===== config.mk =====
export PLATFORM = sky130hd
export DESIGN_NAME = canonical_line_discipline
export DESIGN_NICKNAME = d
export VERILOG_FILES = /design/src/rtl/cld_pkg.sv /design/src/rtl/cld_ctrl.sv /design/src/rtl/cld_datapath.sv /design/src/rtl/canonical_line_discipline.sv
export SDC_FILE = /design/constraint.sdc
export NUM_CORES = 2
export LEC_CHECK = 0
export BUFFER_PORTS_ARGS = -buffer_cell sky130_fd_sc_hd__buf_2
export CAP_MARGIN = 5
export CORE_MARGIN = 4
export CORE_UTILIZATION = 35
export DETAILED_ROUTE_END_ITERATION = 6
export SLEW_MARGIN = 0
export SYNTH_ARGS = -nofsm -noshare
export SYNTH_HDL_FRONTEND = slang
export SYNTH_SLANG_ARGS = --single-unit

===== constraint.sdc =====
create_clock -name aclk -period 16.3 [get_ports aclk]
set_input_delay 0 -clock aclk [delete_from_list [all_inputs] [get_ports aclk]]
set_output_delay 0 -clock aclk [all_outputs]
set_load 0.02 [all_outputs]

===== src/rtl/cld_pkg.sv =====
package cld_pkg;

    // Port widths fixed by the item layouts.
    localparam int S_TDATA_W  = 24;
    localparam int S_TUSER_W  = 1;
    localparam int M_TDATA_W  = 16;
    localparam int M_TUSER_W  = 2;
    localparam int CFG_ADDR_W = 3;
    localparam int CFG_DATA_W = 8;

    // Configuration register indexes.
    localparam logic [CFG_ADDR_W-1:0] REG_ACCEPT_KEYS     = 3'd0;
    localparam logic [CFG_ADDR_W-1:0] REG_CANONICAL_MODE  = 3'd1;
    localparam logic [CFG_ADDR_W-1:0] REG_SIGNALS_ENABLED = 3'd2;
    localparam logic [CFG_ADDR_W-1:0] REG_ECHO_ENABLED    = 3'd3;
    localparam logic [CFG_ADDR_W-1:0] REG_ECHO_CONTROL    = 3'd4;
    localparam logic [CFG_ADDR_W-1:0] REG_INTERRUPT_CHAR  = 3'd5;

    localparam logic [7:0] INTERRUPT_CHAR_RESET = 8'h03;

    // Input item kinds.
    localparam logic KIND_KEY  = 1'b0;
    localparam logic KIND_READ = 1'b1;

    // Result item kinds.
    localparam logic [1:0] RES_NONE      = 2'd0;
    localparam logic [1:0] RES_ECHO      = 2'd1;
    localparam logic [1:0] RES_READ      = 2'd2;
    localparam logic [1:0] RES_NOT_READY = 2'd3;

    // Character codes.
    localparam logic [7:0] CHAR_BACKSPACE = 8'h08;
    localparam logic [7:0] CHAR_NEWLINE   = 8'h0A;
    localparam logic [7:0] CHAR_CTRL_L    = 8'h0C;
    localparam logic [7:0] CHAR_ESC       = 8'h1B;
    localparam logic [7:0] CHAR_LBRACKET  = 8'h5B;
    localparam logic [7:0] CHAR_TWO       = 8'h32;
    localparam logic [7:0] CHAR_J         = 8'h4A;
    localparam logic [7:0] CHAR_CARET     = 8'h5E;
    localparam logic [7:0] CTRL_OFFSET    = 8'h40;

    typedef enum logic [1:0] {
        ST_IDLE,
        ST_DECIDE,
        ST_FETCH,
        ST_EMIT
    } cld_state_t;

    typedef enum logic [2:0] {
        PL_NONE,
        PL_NOT_READY,
        PL_CLEAR,
        PL_CARET,
        PL_ECHO,
        PL_READ
    } cld_plan_t;

    // Controller to datapath.
    typedef struct packed {
        logic look;    // sample the last stored byte
        logic take;    // capture the input item
        logic decide;  // commit the state update and the result plan
        logic fetch;   // read the next byte of a read request
        logic push;    // load the next result into the output register
    } cld_cmd_t;

    // Datapath to controller.
    typedef struct packed {
        logic dec_read;   // plan being decided streams read bytes
        logic plan_read;  // current plan streams read bytes
        logic slot_free;  // output register can take a result
        logic last_step;  // current result is the last of the item
    } cld_sts_t;

    // Screen clear sequence: ESC [ 2 J.
    function automatic logic [7:0] clear_seq(input logic [1:0] idx);
        logic [7:0] b;
        case (idx)
            2'd0:    b = CHAR_ESC;
            2'd1:    b = CHAR_LBRACKET;
            2'd2:    b = CHAR_TWO;
            default: b = CHAR_J;
        endcase
        return b;
    endfunction

endpackage


===== src/rtl/cld_ctrl.sv =====
module cld_ctrl (
    input  logic              aclk,
    input  logic              aresetn,
    input  logic              s_tvalid,
    output logic              s_tready,
    output cld_pkg::cld_cmd_t cmd,
    input  cld_pkg::cld_sts_t sts
);
    import cld_pkg::*;

    cld_state_t state_reg;
    cld_state_t state_next;

    always_ff @(posedge aclk) begin
        if (!aresetn) begin
            state_reg <= ST_IDLE;
        end else begin
            state_reg <= state_next;
        end
    end

    always_comb begin
        state_next = state_reg;
        unique case (state_reg)
            ST_IDLE: begin
                if (s_tvalid) begin
                    state_next = ST_DECIDE;
                end
            end
            ST_DECIDE: begin
                state_next = sts.dec_read ? ST_FETCH : ST_EMIT;
            end
            ST_FETCH: begin
                state_next = ST_EMIT;
            end
            ST_EMIT: begin
                if (sts.slot_free) begin
                    if (sts.last_step) begin
                        state_next = ST_IDLE;
                    end else if (sts.plan_read) begin
                        state_next = ST_FETCH;
                    end
                end
            end
            default: state_next = ST_IDLE;
        endcase
    end

    always_comb begin
        s_tready   = 1'b0;
        cmd        = '0;
        unique case (state_reg)
            ST_IDLE: begin
                s_tready = 1'b1;
                cmd.look = 1'b1;
                cmd.take = s_tvalid;
            end
            ST_DECIDE: begin
                cmd.decide = 1'b1;
            end
            ST_FETCH: begin
                cmd.fetch = 1'b1;
            end
            ST_EMIT: begin
                cmd.push = sts.slot_free;
            end
            default: begin
                cmd = '0;
            end
        endcase
    end

endmodule


===== src/rtl/cld_datapath.sv =====
module cld_datapath #(
    parameter int BUFFER_BYTES = 128,
    parameter int MAX_READ     = 64
) (
    input  logic                            aclk,
    input  logic                            aresetn,
    input  logic [cld_pkg::S_TDATA_W-1:0]   s_tdata,
    input  logic [cld_pkg::S_TUSER_W-1:0]   s_tuser,
    input  logic                            cfg_we,
    input  logic [cld_pkg::CFG_ADDR_W-1:0]  cfg_addr,
    input  logic [cld_pkg::CFG_DATA_W-1:0]  cfg_data,
    output logic                            m_tvalid,
    input  logic                            m_tready,
    output logic [cld_pkg::M_TDATA_W-1:0]   m_tdata,
    output logic [cld_pkg::M_TUSER_W-1:0]   m_tuser,
    output logic                            m_tlast,
    input  cld_pkg::cld_cmd_t               cmd,
    output cld_pkg::cld_sts_t               sts
);
    import cld_pkg::*;

    localparam int FW = $clog2(BUFFER_BYTES + 1);
    localparam int AW = $clog2(BUFFER_BYTES);
    localparam int RW = $clog2(MAX_READ + 1);
    localparam int NW = (RW > 3) ? RW : 3;
    localparam int CW = (FW > 7) ? FW : 7;

    // Configuration.
    logic       accept_keys_reg;
    logic       canonical_mode_reg;
    logic       signals_enabled_reg;
    logic       echo_enabled_reg;
    logic       echo_control_reg;
    logic [7:0] interrupt_char_reg;

    // Captured input item.
    logic       kind_reg;
    logic [7:0] key_reg;
    logic       ctrl_reg;
    logic       alt_reg;
    logic [6:0] count_reg;

    // Line state.
    logic [FW-1:0] fill_end_reg;
    logic [FW-1:0] read_start_reg;
    logic          reader_waiting_reg;
    logic [7:0]    line_store [BUFFER_BYTES];
    logic [7:0]    rd_data_reg;

    // Result plan.
    cld_plan_t     plan_reg;
    logic [7:0]    byte_reg;
    logic [NW-1:0] n_reg;
    logic [NW-1:0] step_reg;
    logic          intr_reg;
    logic          wake_reg;
    logic [AW-1:0] rd_ptr_reg;

    // Output register.
    logic       m_tvalid_reg;
    logic [1:0] kind_out_reg;
    logic [7:0] byte_out_reg;
    logic       intr_out_reg;
    logic       wake_out_reg;
    logic       last_out_reg;

    // Decode.
    logic          fold;
    logic          mod_drop;
    logic [7:0]    c_key;
    logic          ready;
    logic [FW-1:0] fe_dec;
    logic [FW-1:0] avail;
    logic [6:0]    req_sat;
    logic [CW-1:0] req_ext;
    logic [CW-1:0] avail_ext;
    logic [NW-1:0] cnt;
    logic [FW:0]   rs_sum;
    cld_plan_t     plan_d;
    logic [NW-1:0] n_d;
    logic          intr_d;
    logic          wake_d;
    logic          wr_en_d;
    logic [FW-1:0] fill_end_d;
    logic [FW-1:0] read_start_d;
    logic          waiting_d;
    logic [AW-1:0] rd_addr;
    logic [1:0]    res_kind;
    logic [7:0]    res_byte;
    logic          last_step;

    always_ff @(posedge aclk) begin
        if (!aresetn) begin
            accept_keys_reg     <= 1'b1;
            canonical_mode_reg  <= 1'b1;
            signals_enabled_reg <= 1'b1;
            echo_enabled_reg    <= 1'b1;
            echo_control_reg    <= 1'b1;
            interrupt_char_reg  <= INTERRUPT_CHAR_RESET;
        end else if (cfg_we) begin
            unique case (cfg_addr)
                REG_ACCEPT_KEYS:     accept_keys_reg     <= cfg_data[0];
                REG_CANONICAL_MODE:  canonical_mode_reg  <= cfg_data[0];
                REG_SIGNALS_ENABLED: signals_enabled_reg <= cfg_data[0];
                REG_ECHO_ENABLED:    echo_enabled_reg    <= cfg_data[0];
                REG_ECHO_CONTROL:    echo_control_reg    <= cfg_data[0];
                REG_INTERRUPT_CHAR:  interrupt_char_reg  <= cfg_data;
                default: begin
                end
            endcase
        end
    end

    always_ff @(posedge aclk) begin
        if (cmd.take) begin
            kind_reg  <= s_tuser[0];
            key_reg   <= s_tdata[7:0];
            ctrl_reg  <= s_tdata[8];
            alt_reg   <= s_tdata[9];
            count_reg <= s_tdata[16:10];
        end
    end

    // Key folding, readiness and read byte count.
    always_comb begin
        fold     = ctrl_reg && !alt_reg && (key_reg[7:6] == 2'b01);
        c_key    = fold ? {3'b000, key_reg[4:0]} : key_reg;
        mod_drop = (ctrl_reg && !fold) || alt_reg;
        fe_dec   = fill_end_reg - FW'(1);
        ready    = (fill_end_reg != '0) &&
                   (!canonical_mode_reg || (rd_data_reg == CHAR_NEWLINE));
        avail    = (fill_end_reg > read_start_reg) ? (fill_end_reg - read_start_reg) : '0;
        req_sat  = (count_reg > 7'(MAX_READ)) ? 7'(MAX_READ) : count_reg;
        req_ext  = CW'(req_sat);
        avail_ext = CW'(avail);
        cnt      = (req_ext < avail_ext) ? NW'(req_ext) : NW'(avail_ext);
        rs_sum   = {1'b0, read_start_reg} + (FW + 1)'(cnt);
    end

    // Per-item decision: state update and which results to give.
    always_comb begin
        plan_d       = PL_NONE;
        n_d          = NW'(1);
        intr_d       = 1'b0;
        wake_d       = 1'b0;
        wr_en_d      = 1'b0;
        fill_end_d   = fill_end_reg;
        read_start_d = read_start_reg;
        waiting_d    = reader_waiting_reg;
        if (kind_reg == KIND_READ) begin
            if (!ready) begin
                waiting_d = 1'b1;
                plan_d    = PL_NOT_READY;
            end else begin
                waiting_d = 1'b0;
                if (cnt == '0) begin
                    plan_d = PL_NOT_READY;
                end else begin
                    plan_d = PL_READ;
                    n_d    = cnt;
                end
                if (rs_sum >= {1'b0, fill_end_reg}) begin
                    read_start_d = '0;
                    fill_end_d   = '0;
                end else begin
                    read_start_d = rs_sum[FW-1:0];
                end
            end
        end else if (!accept_keys_reg || mod_drop) begin
            plan_d = PL_NONE;
        end else if (canonical_mode_reg && (c_key == CHAR_CTRL_L)) begin
            plan_d = PL_CLEAR;
            n_d    = NW'(4);
        end else if (signals_enabled_reg && (c_key != 8'h00) &&
                     (c_key == interrupt_char_reg)) begin
            intr_d = 1'b1;
            if (echo_control_reg) begin
                plan_d = PL_CARET;
                n_d    = NW'(2);
            end
        end else if (canonical_mode_reg && ready) begin
            plan_d = PL_NONE;
        end else if (canonical_mode_reg && (c_key == CHAR_BACKSPACE)) begin
            if (fill_end_reg != '0) begin
                fill_end_d = fe_dec;
                plan_d     = echo_enabled_reg ? PL_ECHO : PL_NONE;
            end
        end else if (fill_end_reg < FW'(BUFFER_BYTES)) begin
            wr_en_d    = 1'b1;
            fill_end_d = fill_end_reg + FW'(1);
            plan_d     = echo_enabled_reg ? PL_ECHO : PL_NONE;
            wake_d     = reader_waiting_reg &&
                         (!canonical_mode_reg || (c_key == CHAR_NEWLINE));
        end
    end

    always_ff @(posedge aclk) begin
        if (!aresetn) begin
            fill_end_reg       <= '0;
            read_start_reg     <= '0;
            reader_waiting_reg <= 1'b0;
        end else if (cmd.decide) begin
            fill_end_reg       <= fill_end_d;
            read_start_reg     <= read_start_d;
            reader_waiting_reg <= waiting_d;
        end
    end

    // Line store: one write port, one registered read port.
    assign rd_addr = cmd.fetch ? rd_ptr_reg : fe_dec[AW-1:0];

    always_ff @(posedge aclk) begin
        if (cmd.decide && wr_en_d) begin
            line_store[fill_end_reg[AW-1:0]] <= c_key;
        end
        if (cmd.look || cmd.fetch) begin
            rd_data_reg <= line_store[rd_addr];
        end
    end

    always_ff @(posedge aclk) begin
        if (cmd.decide) begin
            plan_reg   <= plan_d;
            byte_reg   <= c_key;
            n_reg      <= n_d;
            step_reg   <= '0;
            intr_reg   <= intr_d;
            wake_reg   <= wake_d;
            rd_ptr_reg <= read_start_reg[AW-1:0];
        end else if (cmd.push) begin
            step_reg   <= step_reg + NW'(1);
            rd_ptr_reg <= rd_ptr_reg + AW'(1);
        end
    end

    always_comb begin
        res_kind = RES_NONE;
        res_byte = 8'h00;
        case (plan_reg)
            PL_NONE: begin
                res_kind = RES_NONE;
            end
            PL_NOT_READY: begin
                res_kind = RES_NOT_READY;
            end
            PL_CLEAR: begin
                res_kind = RES_ECHO;
                res_byte = clear_seq(step_reg[1:0]);
            end
            PL_CARET: begin
                res_kind = RES_ECHO;
                res_byte = (step_reg == '0) ? CHAR_CARET : (byte_reg + CTRL_OFFSET);
            end
            PL_ECHO: begin
                res_kind = RES_ECHO;
                res_byte = byte_reg;
            end
            PL_READ: begin
                res_kind = RES_READ;
                res_byte = rd_data_reg;
            end
            default: begin
                res_kind = RES_NONE;
            end
        endcase
    end

    assign last_step = ((step_reg + NW'(1)) == n_reg);

    always_ff @(posedge aclk) begin
        if (!aresetn) begin
            m_tvalid_reg <= 1'b0;
        end else if (cmd.push) begin
            m_tvalid_reg <= 1'b1;
        end else if (m_tready) begin
            m_tvalid_reg <= 1'b0;
        end
    end

    always_ff @(posedge aclk) begin
        if (cmd.push) begin
            kind_out_reg <= res_kind;
            byte_out_reg <= res_byte;
            intr_out_reg <= last_step && intr_reg;
            wake_out_reg <= last_step && wake_reg;
            last_out_reg <= last_step;
        end
    end

    assign m_tvalid = m_tvalid_reg;
    assign m_tdata  = {6'b000000, wake_out_reg, intr_out_reg, byte_out_reg};
    assign m_tuser  = kind_out_reg;
    assign m_tlast  = last_out_reg;

    assign sts.dec_read  = (plan_d == PL_READ);
    assign sts.plan_read = (plan_reg == PL_READ);
    assign sts.slot_free = !m_tvalid_reg || m_tready;
    assign sts.last_step = last_step;

endmodule


===== src/rtl/canonical_line_discipline.sv =====
// Keyboard line buffer with echo and reads. Key items (tuser kind 0) are
// folded, checked for screen clear, interrupt and erase, and stored in the
// line store while there is room; read items (kind 1) return up to
// read_count bytes once input is ready, or a single not-ready result. Each
// input item gives one or more result items, the final one marked by tlast;
// the interrupt and wake flags ride on that final item only. One item is
// handled at a time; a key item gives 1 to 4 results and a read of n bytes
// gives n results. Each read byte is preceded by a fetch step because the
// line store has a single read port with registered data. The result
// register lets the last result of an item wait for the downstream side
// while the next item is already accepted. Configuration registers are
// written through the plain write port and must only change while no item
// is in flight.
module canonical_line_discipline #(
    parameter int BUFFER_BYTES = 128,
    parameter int MAX_READ     = 64
) (
    input  logic                            aclk,
    input  logic                            aresetn,
    // Input items.
    input  logic                            s_tvalid,
    output logic                            s_tready,
    // [7:0] key_code, [8] ctrl_held, [9] alt_held, [16:10] read_count
    input  logic [cld_pkg::S_TDATA_W-1:0]   s_tdata,
    // [0] kind
    input  logic [cld_pkg::S_TUSER_W-1:0]   s_tuser,
    // Result items.
    output logic                            m_tvalid,
    input  logic                            m_tready,
    // [7:0] data_byte, [8] raise_interrupt, [9] wake_reader
    output logic [cld_pkg::M_TDATA_W-1:0]   m_tdata,
    // [1:0] result_kind
    output logic [cld_pkg::M_TUSER_W-1:0]   m_tuser,
    output logic                            m_tlast,
    // Configuration writes.
    input  logic                            cfg_we,
    input  logic [cld_pkg::CFG_ADDR_W-1:0]  cfg_addr,
    input  logic [cld_pkg::CFG_DATA_W-1:0]  cfg_data
);
    import cld_pkg::*;

    cld_cmd_t cmd;
    cld_sts_t sts;

    // The controller sequences each item: capture, decide, then one result
    // per step, with an extra memory fetch step before each read byte.
    cld_ctrl u_ctrl (
        .aclk     (aclk),
        .aresetn  (aresetn),
        .s_tvalid (s_tvalid),
        .s_tready (s_tready),
        .cmd      (cmd),
        .sts      (sts)
    );

    // The datapath holds the configuration, the line store and its
    // indices, the result plan and the output register.
    cld_datapath #(
        .BUFFER_BYTES (BUFFER_BYTES),
        .MAX_READ     (MAX_READ)
    ) u_datapath (
        .aclk     (aclk),
        .aresetn  (aresetn),
        .s_tdata  (s_tdata),
        .s_tuser  (s_tuser),
        .cfg_we   (cfg_we),
        .cfg_addr (cfg_addr),
        .cfg_data (cfg_data),
        .m_tvalid (m_tvalid),
        .m_tready (m_tready),
        .m_tdata  (m_tdata),
        .m_tuser  (m_tuser),
        .m_tlast  (m_tlast),
        .cmd      (cmd),
        .sts      (sts)
    );

endmodule


==> flow_metrics.env <==
export IMPL_status="complete, no violations"
export IMPL_fin_skew_ns=0.0387
export IMPL_hold_buffers=65
export IMPL_grt_util_met1_pct=21.9
export IMPL_largest_register_ffs=1024
export IMPL_slew_violations=0
export IMPL_avgSynthCellArea_um2=13.7
export IMPL_power_total_w=0.00640
export IMPL_setup_viol=0
export IMPL_place_port_buffers=48
export IMPL_dieArea_mm2=0.140
export IMPL_start_util_pct=35.2
export IMPL_yosys_area_top_type="edfxtp_1"
export IMPL_netlist_area_leader_share_pct=69.6
export IMPL_clk_path_buf_depth=3
export IMPL_drt_total_wl_mm=118
export IMPL_drive_gt1_share_pct=8.83
export IMPL_vias=28700
export IMPL_reg2reg_from="u_datapath.fill_end_reg[0]$_SDFFE_PN0P_"
export IMPL_grt_pass1_wl_mm=175
export IMPL_critical_path_arrival_ns=8.55
export IMPL_synth_cell_type_count=76
export IMPL_syn_instance_count=3423
export IMPL_post_cts_buffers=0
export IMPL_clk_pin_slew_ns=0.06
export IMPL_crit_type="flip-flop to flip-flop"
export IMPL_cts_buffers=116
export IMPL_antenna_left=0
export IMPL_final_period_utilization_pct=48.8
export IMPL_slew_headroom_pct=18.7
export IMPL_wl_per_cell_um=22.0
export IMPL_coreArea_mm2=0.133
export IMPL_cts_root_buffer="clkbuf_16"
export IMPL_cap_violations=0
export IMPL_finalSetupTns_ns=0
export IMPL_path_max_fanout=12
export IMPL_placed_cells=5064
export IMPL_crit_slowest_cell="a221oi_1"
export IMPL_hp_class="primary input to flip-flop"
export IMPL_worstSetupStartpointType="flip-flop"
export IMPL_rows=134
export IMPL_p_leak_nw=17.7
export IMPL_yosysSeqAreaShare_pct=71.3
export IMPL_drc=0
export IMPL_async_flop_share_pct=0
export IMPL_post_cts_resized=0
export IMPL_overflow=0
export IMPL_via_per_inst=5.36
export IMPL_yosys_top_cells_count="edfxtp_1, nand2_1, a21oi_1"
export IMPL_p_per_area_mw_per_mm2=121
export IMPL_antenna_found_initial=4
export IMPL_max_freq_mhz=126
export IMPL_first_pass_iters=6
export IMPL_synth_area_top_cells="edfxtp_1, nand2_1, a21oi_1, mux2i_1, dfxtp_1"
export IMPL_htree_levels=3
export IMPL_yosys_warnings=0
export IMPL_io_pins=62
export IMPL_fin_util_pct=39.8
export IMPL_grt_pass1_vias=27600
export IMPL_crit_start="u_datapath.fill_end_reg[0]$_SDFFE_PN0P_"
export IMPL_drtIter0Drc=2942
export IMPL_hold_violations=0
export IMPL_grt_max_degree=176
export IMPL_worst_slew_pin_slew_ns=1.22
export IMPL_die_y_um=374
export IMPL_cts_tree="built"
export IMPL_worst_ep_required_time_ns=16.90
export IMPL_fin_area_mm2=0.0531
export IMPL_clock_sinks=1130
export IMPL_stdcell_count=5347
export IMPL_synth_most_common_cell="edfxtp_1"
export IMPL_syn_area_mm2=0.0470
export IMPL_cp_common_cell="o21ai_0"
export IMPL_grt_util_met2_pct=26.1
export IMPL_rsz0062_at_grt="no"
export IMPL_critPathMaxStageDelay_ns=0.73
export IMPL_busiest_layer="met2"
export IMPL_worstHoldStart="s_tdata[10]"
export IMPL_vdd_drop_max_mv=0.0801
export IMPL_die_w_um=374
export IMPL_hpwlAfterDp_mm=67.9
export IMPL_routabilityCongestion=0.863
export IMPL_grt_total_usage_pct=16.2
export IMPL_placed_cell_area_mm2=0.0488
export IMPL_layout_nets=3559
export IMPL_endpoint_kind="flip-flop"
export IMPL_layout_min_cycle_time_ns=7.95
export IMPL_clk_insertion_delay_late_ns=0.71
export IMPL_synth_main_ff_cell="edfxtp_1"
export IMPL_synth_edf_count=1090
export IMPL_grt_use_met3_pct=3.06
export IMPL_synthToLayoutAreaGrowth_pct=13.0
export IMPL_ys_ff_latch=1130
[layout by cell type, fill, tap and decap left out, types with 16 or more instances in the layout]
cell	n
clkbuf_16	116
dfxtp_1	40
mux4_2	34
a311oi_1	19
edfxtp_1	1090
a221oi_1	18
buf_2	48
a22oi_1	80
clkinv_2	16
o21ai_0	48
xnor2_1	24
clkinv_1	33
o22ai_1	20
a32oi_1	87
a211oi_1	25
or4_1	17
nor3_1	23
mux2i_1	119
inv_1	36
nand2_1	644
clkbuf_1	28
buf_4	41
a22o_1	22
ha_1	37
a21oi_1	295
nor2b_1	24
dlygate4sd3_1	65
nand3_1	130
nor2_1	163
a21o_1	27
[metrics by stage]
step                hold slack, ns  setup WS [ns]
finish                      0.0472           8.35
global route                0.0326           7.69
CTS                        0.00302           8.36
detailed placement           0.180           8.48
global placement             0.177           8.48
floorplan                   0.0989           9.60
[final timing paths]
kind                                                             endpoint  slack [ns]  cells past startpoint
worst min-delay path                    u_datapath.count_reg[0]$_DFFE_PP_        0.05                      2
worst max register to register    u_datapath.fill_end_reg[4]$_SDFFE_PN0P_        8.35                     28
worst min register to register  u_datapath.read_start_reg[3]$_SDFFE_PN0P_        0.49                      2
worst max-delay path              u_datapath.fill_end_reg[4]$_SDFFE_PN0P_        8.35                     28
[cells by family (layout without fill, tap and decap cells)]
| logic type | after synthesis | count (layout) | share of synthesized area (%) |
|---|---|---|---|
| adder cells (fa/ha/maj) | 39 | 39 | 1.07 |
| XOR/XNOR | 38 | 38 | 0.708 |
| AND/OR/NAND/NOR | 1092 | 1092 | 10.0 |
| other | 1 | 7 | 0.00798 |
| buffers and inverters | 263 | 413 | 2.73 |
| multiplexers | 156 | 156 | 4.26 |
| AO/OA/AOI/OAI | 704 | 704 | 9.89 |
| flip-flops | 1130 | 1130 | 71.3 |
[per-layer routing]
layer  wire, um  share of wire (%)
met1      49400                 42
met5         33              0.028
met4       3820                3.3
met2      56200                 48
met3       8080                6.9
[where the power goes]
part | leakage [nW] | total, W | internal (W) | switching [W]
clock network | 1.81 | 0.00261 | 0.00150 | 0.00111
logic | 5.69 | 0.000565 | 0.000176 | 0.000389
registers | 10.2 | 0.00323 | 0.00321 | 0.0000201
[final cells by class]
cell class	count	area (um2)
fill	12300	80300
tap	1768	2210
sequential	1130	33500
antenna	1	2.50
timing repair buffer	158	1280
multi-input combinational	2035	12200
inverter	38	145
clock buffer	144	3010
clock inverter	73	706
[critical path: cells and delay by family (launching register included)]
family                   cells  cell delay, ns
buffers and inverters        1            0.20
AND/OR/NAND/NOR              6            1.35
adder cells (fa/ha/maj)      5            1.57
flip-flops                   1            0.61
XOR/XNOR                     1            0.20
AO/OA/AOI/OAI               15            3.93
No activity file was read; power rests on OpenSTA's default activity.
